<file path="src/design/i2a_pkg.sv">
`timescale 1ns / 1ps

package i2a_pkg;

  localparam int DATA_WIDTH_DEF = 64;
  localparam int IN_TDATA_W     = 64;
  localparam int IN_TUSER_W     = 5;
  localparam int OUT_TDATA_W    = 8;

  typedef enum logic [1:0] {
    RADIX_DEC = 2'd0,
    RADIX_OCT = 2'd1,
    RADIX_HXL = 2'd2,
    RADIX_HXU = 2'd3
  } radix_t;

  typedef enum logic [1:0] {
    SIZE_NORMAL = 2'd0,
    SIZE_SHORT  = 2'd1,
    SIZE_FULL   = 2'd2,
    SIZE_SPARE  = 2'd3
  } size_t;

  localparam logic [7:0] CH_ZERO    = 8'h30;
  localparam logic [7:0] CH_LOWER_A = 8'h61;
  localparam logic [7:0] CH_UPPER_A = 8'h41;
  localparam logic [7:0] CH_LOWER_X = 8'h78;
  localparam logic [7:0] CH_UPPER_X = 8'h58;

  // Map one digit to its ASCII character, letters in either case.
  function automatic logic [7:0] digit_char(input logic [3:0] d, input logic upper);
    logic [7:0] c;
    begin
      if (d < 4'd10) begin
        c = CH_ZERO + {4'd0, d};
      end else if (upper) begin
        c = CH_UPPER_A + {4'd0, d} - 8'd10;
      end else begin
        c = CH_LOWER_A + {4'd0, d} - 8'd10;
      end
      return c;
    end
  endfunction

endpackage

</file>
<file path="src/design/integer_to_ascii_radix_core.sv">
`timescale 1ns / 1ps
// Operation: a word loads on its accepting edge; decimal then runs the bit-serial shift-add-3
// binary to BCD loop, and leading zero digits are dropped before the first character is valid.
// Flow: one word at a time; in_tready is high only in idle, so a new word is not accepted until
// the last character of the previous one is registered for output. Octal and hex load straight
// into the digit shift register, and may emit prefix characters ahead of their digits.
// Reset: rst_n is synchronous, active low; clears the state machine and the output valid.
module integer_to_ascii_radix_core #(
  parameter int DATA_WIDTH = i2a_pkg::DATA_WIDTH_DEF
) (
  input  logic                                clk,
  input  logic                                rst_n,
  input  logic                                in_tvalid,
  output logic                                in_tready,
  input  logic [i2a_pkg::IN_TDATA_W-1:0]      in_tdata,   // [63:0] value
  input  logic [i2a_pkg::IN_TUSER_W-1:0]      in_tuser,   // [1:0] op, [3:2] size_mode,
                                                          // [4] alternate_form
  output logic                                out_tvalid,
  input  logic                                out_tready,
  output logic [i2a_pkg::OUT_TDATA_W-1:0]     out_tdata,  // [7:0] character
  output logic                                out_tlast
);

  localparam int NDIG  = (DATA_WIDTH + 2) / 3;
  localparam int DIG_W = 4 * NDIG;
  localparam int OCT_W = 3 * NDIG;
  localparam int CNT_W = $clog2(DATA_WIDTH + 1);
  localparam int REM_W = $clog2(NDIG + 1);

  typedef enum logic [5:0] {
    ST_IDLE = 6'b000001,
    ST_CONV = 6'b000010,
    ST_SKIP = 6'b000100,
    ST_PRE0 = 6'b001000,
    ST_PRE1 = 6'b010000,
    ST_EMIT = 6'b100000
  } state_t;

  state_t                      state_r, state_nxt;
  logic [DATA_WIDTH-1:0]       bin_r, bin_nxt;
  logic [DIG_W-1:0]            dig_r, dig_nxt;
  logic [CNT_W-1:0]            cnt_r, cnt_nxt;
  logic [REM_W-1:0]            rem_r, rem_nxt;
  i2a_pkg::radix_t             op_r, op_nxt;
  logic                        alt_r, alt_nxt;
  logic                        zero_r, zero_nxt;
  logic                        out_valid_r, out_valid_nxt;
  logic [7:0]                  out_data_r, out_data_nxt;
  logic                        out_last_r, out_last_nxt;

  logic                        in_fire;
  logic                        slot_free;
  logic [DATA_WIDTH-1:0]       in_val;
  i2a_pkg::radix_t             in_op;
  i2a_pkg::size_t              in_size;
  logic [DIG_W-1:0]            hex_ext;
  logic [OCT_W-1:0]            oct_ext;
  logic [DIG_W-1:0]            load_dig;
  logic [DIG_W-1:0]            dabble;
  logic [3:0]                  top_dig;
  logic                        has_prefix;

  assign in_tready  = (state_r == ST_IDLE);
  assign in_fire    = in_tvalid && in_tready;
  assign slot_free  = !out_valid_r || out_tready;
  assign in_op      = i2a_pkg::radix_t'(in_tuser[1:0]);
  assign in_size    = i2a_pkg::size_t'(in_tuser[3:2]);
  assign top_dig    = dig_r[DIG_W-1 -: 4];
  assign has_prefix = alt_r && !zero_r && (op_r != i2a_pkg::RADIX_DEC);

  // Size truncation, bit by bit.
  always_comb begin
    for (int i = 0; i < DATA_WIDTH; i++) begin
      if (in_size == i2a_pkg::SIZE_SHORT) begin
        in_val[i] = (i < 16) ? in_tdata[i] : 1'b0;
      end else if (in_size == i2a_pkg::SIZE_NORMAL) begin
        in_val[i] = (i < 32) ? in_tdata[i] : 1'b0;
      end else begin
        in_val[i] = in_tdata[i];
      end
    end
  end

  assign hex_ext = DIG_W'(in_val);
  assign oct_ext = OCT_W'(in_val);

  // Octal and hex digits are straight bit groups: drop them into the digit slots.
  always_comb begin
    for (int g = 0; g < NDIG; g++) begin
      if (in_op == i2a_pkg::RADIX_OCT) begin
        load_dig[4*g +: 4] = {1'b0, oct_ext[3*g +: 3]};
      end else begin
        load_dig[4*g +: 4] = hex_ext[4*g +: 4];
      end
    end
  end

  // Add 3 to every BCD digit of five or more, ahead of the shift.
  always_comb begin
    for (int g = 0; g < NDIG; g++) begin
      if (dig_r[4*g +: 4] >= 4'd5) begin
        dabble[4*g +: 4] = dig_r[4*g +: 4] + 4'd3;
      end else begin
        dabble[4*g +: 4] = dig_r[4*g +: 4];
      end
    end
  end

  always_comb begin
    state_nxt     = state_r;
    bin_nxt       = bin_r;
    dig_nxt       = dig_r;
    cnt_nxt       = cnt_r;
    rem_nxt       = rem_r;
    op_nxt        = op_r;
    alt_nxt       = alt_r;
    zero_nxt      = zero_r;
    out_valid_nxt = out_valid_r;
    out_data_nxt  = out_data_r;
    out_last_nxt  = out_last_r;

    if (out_valid_r && out_tready) begin
      out_valid_nxt = 1'b0;
    end

    unique case (state_r)
      ST_IDLE: begin
        if (in_fire) begin
          op_nxt   = in_op;
          alt_nxt  = in_tuser[4];
          zero_nxt = (in_val == '0);
          rem_nxt  = REM_W'(NDIG);
          bin_nxt  = in_val;
          cnt_nxt  = CNT_W'(DATA_WIDTH);
          if (in_op == i2a_pkg::RADIX_DEC) begin
            dig_nxt   = '0;
            state_nxt = ST_CONV;
          end else begin
            dig_nxt   = load_dig;
            state_nxt = ST_SKIP;
          end
        end
      end
      ST_CONV: begin
        dig_nxt = {dabble[DIG_W-2:0], bin_r[DATA_WIDTH-1]};
        bin_nxt = {bin_r[DATA_WIDTH-2:0], 1'b0};
        cnt_nxt = cnt_r - CNT_W'(1);
        if (cnt_r == CNT_W'(1)) begin
          state_nxt = ST_SKIP;
        end
      end
      ST_SKIP: begin
        // Drop leading zeros, keeping at least one digit.
        if (top_dig == 4'd0 && rem_r != REM_W'(1)) begin
          dig_nxt = {dig_r[DIG_W-5:0], 4'd0};
          rem_nxt = rem_r - REM_W'(1);
        end else if (has_prefix) begin
          state_nxt = ST_PRE0;
        end else begin
          state_nxt = ST_EMIT;
        end
      end
      ST_PRE0: begin
        if (slot_free) begin
          out_valid_nxt = 1'b1;
          out_data_nxt  = i2a_pkg::CH_ZERO;
          out_last_nxt  = 1'b0;
          state_nxt     = (op_r == i2a_pkg::RADIX_OCT) ? ST_EMIT : ST_PRE1;
        end
      end
      ST_PRE1: begin
        if (slot_free) begin
          out_valid_nxt = 1'b1;
          out_data_nxt  = (op_r == i2a_pkg::RADIX_HXU) ? i2a_pkg::CH_UPPER_X
                                                       : i2a_pkg::CH_LOWER_X;
          out_last_nxt  = 1'b0;
          state_nxt     = ST_EMIT;
        end
      end
      ST_EMIT: begin
        if (slot_free) begin
          out_valid_nxt = 1'b1;
          out_data_nxt  = i2a_pkg::digit_char(top_dig, op_r == i2a_pkg::RADIX_HXU);
          out_last_nxt  = (rem_r == REM_W'(1));
          dig_nxt       = {dig_r[DIG_W-5:0], 4'd0};
          rem_nxt       = rem_r - REM_W'(1);
          if (rem_r == REM_W'(1)) begin
            state_nxt = ST_IDLE;
          end
        end
      end
      default: begin
        state_nxt = ST_IDLE;
      end
    endcase
  end

  always_ff @(posedge clk) begin
    if (!rst_n) begin
      state_r     <= ST_IDLE;
      out_valid_r <= 1'b0;
    end else begin
      state_r     <= state_nxt;
      out_valid_r <= out_valid_nxt;
    end
  end

  always_ff @(posedge clk) begin
    bin_r      <= bin_nxt;
    dig_r      <= dig_nxt;
    cnt_r      <= cnt_nxt;
    rem_r      <= rem_nxt;
    op_r       <= op_nxt;
    alt_r      <= alt_nxt;
    zero_r     <= zero_nxt;
    out_data_r <= out_data_nxt;
    out_last_r <= out_last_nxt;
  end

  assign out_tvalid = out_valid_r;
  assign out_tdata  = out_data_r;
  assign out_tlast  = out_last_r;

endmodule
</file>
<file path="config.mk">
export PLATFORM = sky130hd
export DESIGN_NAME = integer_to_ascii_radix_core
export DESIGN_NICKNAME = d
export VERILOG_FILES = /design/src/design/i2a_pkg.sv /design/src/design/integer_to_ascii_radix_core.sv
export SDC_FILE = /design/constraint.sdc
export NUM_CORES = 1
export LEC_CHECK = 0
export ABC_AREA = 1
export BUFFER_PORTS_ARGS = -buffer_cell sky130_fd_sc_hd__buf_2
export CORE_MARGIN = 2
export CORE_UTILIZATION = 40
export CTS_CLUSTER_DIAMETER = 50
export DETAILED_ROUTE_END_ITERATION = 8
export MAX_ROUTING_LAYER = met4
export PLACE_DENSITY = 0.68
export SLEW_MARGIN = 5
export SYNTH_ARGS = -nofsm -noshare
export SYNTH_HDL_FRONTEND = slang
export SYNTH_SLANG_ARGS = --single-unit
</file>
<file path="constraint.sdc">
create_clock -name clk -period 7.1 [get_ports clk]
set_input_delay 0.355 -clock clk [delete_from_list [all_inputs] [get_ports clk]]
set_output_delay 0.355 -clock clk [all_outputs]
set_load 0.05 [all_outputs]
</file>
==> out/qor.yml <==
status: "complete, no violations"
whs_path_depth: 1
start_kind: "register"
p_leak_nw: 5.160
post-dp-hpwl_um: 20070
rsz0062_at_grt: "false"
ir_worst_vdd_mv: 0.3452
setup_tns_ps: 0
syn-cell-area_um2: 11440
drc: 0
numPortBuffers: 82
grt_pass1_wl_um: 47900
ant_nets: 0
h-tree-depth: 4
pin_count: 84
gp_congestion: 0.8727
yosys_most_used_dff: "edfxtp_1"
hold_end: "alt_r$_DFFE_PP_"
cp_top_family: "buffers and inverters"
reg2reg_setup_slack_ps: 3850
fp.dieH_um: 173.2
synth_warnings: 0
cp_max_fo: 105
path_clk_slew_ps: 80
antenna_found_initial: 0
synth_cell_type_count: 39
clockRootBuffer: "clkbuf_16"
core_um2: 28010
worstReg2RegStart: "state_r[1]$_SDFFE_PN0P_"
fin_util: 0.4516
max_freq_ghz: 0.3078
first_global_vias: 9110
grt_max_degree: 106
setup-violations-final: 0
worstSetupEndpointType: "register"
syn_inst: 1327
critPathArrivalTime_ps: 3520
critPathBufInv: 3
overflow: 0
routedWlPerCell_um: 16.77
insertion_delay_ps: 450
slew_headroom: 0.3303
viasPerCell: 5.501
ctsResizeCount: 0
numCtsBuffers: 17
cts_tree: "done"
nets: 1498
syn_area_per_cell_um2: 8.625
async_flop_share: 0
drt_iter0_markers: 852
cp_cell_sequence: "inv_1 -> nor2_1 -> nand3_4 -> inv_4 -> buf_4 -> o21ai_0 -> o221ai_2"
crit_path_max_incr_delay_ps: 810
seq_area_frac_synth: 0.4740
hp-class: "in -> reg"
timing.rr.end: "dig_r[19]$_DFFE_PP_"
fin_worst_skew_ps: 19.21
finalCritPeriodShare: 0.4576
initial_utilization: 0.4086
ys_ff_latch: 183
cts_setup_buffers: 0
cts_buffer_depth: 2
syn-num-nets: 1449
diodes: 0
cts.sinks: 183
ctsHoldBuffers: 0
worst-r2r-cell-count: 7
drt_pre_antenna_iters: 6
powerDensity_nw_per_um2: 410.6
rows: 61
grt_util_all_layers: 0.2042
drive_gt1_frac: 0.1231
fill_cells: 2775
synth_edf_count: 176
fin_crit_ps: 3249
maxCapViolations: 0
path_class: "reg -> reg"
tightest_slew_ps: 1005
cp.required_ps: 7370
area_delta_synth_final_pct: 10.54
die_w_um: 173.2
finalMaxSlewViolations: 0
design.die.area_um2: 29980
min-delay-start: "in_tuser[4]"
hold_viol: 0
vias: 9720
cp_slowest_cell: "buf_4"
cp.depth: 7
drt-total-wl_um: 29630
[power by group]
group	switching, mW	total, mW	internal, mW
clock network	0.452	0.910	0.458
registers	0.360	2.31	1.95
logic	1.43	1.97	0.539
total	2.24	5.19	2.95
[registers in the layout (all words and copies together) (netlist names), 2 cells and up]
register / count
bin_r: 64
state_r: 6
dig_r: 88
out_tdata: 7
rem_r: 5
op_r: 2
cnt_r: 7
[how the worst max path moves through the flow]
stage,to,slack [ps],startpoint
after CTS,dig_r[19]$_DFFE_PP_,3850,state_r[1]$_SDFFE_PN0P_
final,dig_r[19]$_DFFE_PP_,3850,state_r[1]$_SDFFE_PN0P_
after global routing,dig_r[19]$_DFFE_PP_,3510,state_r[1]$_SDFFE_PN0P_
after global placement,dig_r[19]$_DFFE_PP_,3900,state_r[1]$_SDFFE_PN0P_
after floorplan,bin_r[0]$_SDFFCE_PP0P_,730,state_r[5]$_SDFFE_PN0P_
after detailed placement,dig_r[19]$_DFFE_PP_,3890,state_r[1]$_SDFFE_PN0P_
[logic make-up after synthesis]
group	share of synthesized area
flops	0.4740
compound gates	0.1994
simple gates	0.1801
other cells	0.0003277
fa+ha+maj	0.05357
buf+inv	0.08112
xor+xnor	0.01148
[per-layer routing]
| layer | track usage | up-vias | wire, um |
|---|---|---|---|
| met5 | - | - | 0 |
| met2 | 0.3122 | 411 | 13540 |
| li1 | - | 4750 | - |
| met1 | 0.2796 | 4509 | 13240 |
| met4 | 0.06603 | 0 | 668 |
| met3 | 0.02990 | 50 | 2190 |
[placed cells by master (no fill, tap or decap), types with 4 or more instances in the layout]
cell type | Yosys | routed
buf_4 | 3 | 7
dfxtp_1 | 7 | 7
nor2_1 | 95 | 94
o221ai_1 | 16 | 16
a21oi_1 | 68 | 68
o21ai_0 | 186 | 185
a22oi_1 | 19 | 19
nor2_4 | 6 | 7
o211ai_1 | 35 | 35
or2_2 | 14 | 14
clkbuf_16 | 0 | 17
a32oi_1 | 6 | 6
buf_2 | 31 | 82
inv_6 | 0 | 7
edfxtp_1 | 176 | 176
nand2_1 | 256 | 255
inv_4 | 0 | 4
xor2_1 | 13 | 13
nand3_1 | 66 | 66
ha_1 | 49 | 49
inv_2 | 6 | 5
o31ai_1 | 6 | 6
o22ai_1 | 24 | 24
nand4_1 | 26 | 26
o211ai_2 | 10 | 10
inv_1 | 161 | 161
[cell usage after synthesis (2+ instances only)]
cell type | count | share of area
inv_1 | 161 | 0.053
buf_2 | 31 | 0.014
o22ai_1 | 24 | 0.013
a22oi_1 | 19 | 0.012
buf_1 | 3 | 0.00098
xor2_1 | 13 | 0.0099
nor2_1 | 95 | 0.031
o21ai_1 | 3 | 0.0013
o211ai_1 | 35 | 0.023
nand2_1 | 256 | 0.084
dfxtp_1 | 7 | 0.012
inv_2 | 6 | 0.0020
o221ai_1 | 16 | 0.012
xnor2_1 | 2 | 0.0015
nor2_4 | 6 | 0.0059
a32oi_1 | 6 | 0.0046
a31oi_1 | 2 | 0.0011
o221ai_2 | 2 | 0.0026
ha_1 | 49 | 0.054
nor3_1 | 2 | 0.00087
a21oi_1 | 68 | 0.030
nand3_1 | 66 | 0.029
or2_2 | 14 | 0.0077
o211ai_2 | 10 | 0.011
buf_4 | 3 | 0.0020
nand4_1 | 26 | 0.014
clkbuf_1 | 18 | 0.0059
nand3_2 | 2 | 0.0017
buf_6 | 4 | 0.0039
o21ai_0 | 186 | 0.081
o22ai_2 | 2 | 0.0022
edfxtp_1 | 176 | 0.46
nand3_4 | 2 | 0.0031
o31ai_1 | 6 | 0.0039
nand2_2 | 2 | 0.0011
[worst reg2reg max path, cell delays in order (launching register included)]
cell and delay [ps]:
dfxtp_1 400, inv_1 70, nor2_1 170, nand3_4 490, inv_4 590, buf_4 820
o21ai_0 340, o221ai_2 190
[layout make-up]
type	count	area, um2	share of cell area
inverters	167	629.4	0.04975
repair buffers	89	462.9	0.03659
multi-input cells	918	5120	0.4047
flip-flops and latches	183	5425	0.4288
well taps	378	473.0	0.03739
clock inverters	14	111.4	0.008802
clock buffers	18	429.2	0.03392
[stage by stage]
step,cells,hold WS [ps],area (um2),setup WS (ps),power [mW]
floorplan,1327,439.2,11440,728.9,3.762
global placement,1735,489.5,12110,3902,4.217
finish,1767,113.0,12650,3851,5.194
detailed placement,1735,505.6,12110,3891,4.276
global route,1767,114.4,12650,3513,5.584
CTS,1767,113.1,12650,3849,5.194
Note: power is estimated with default switching activity, not from simulation.
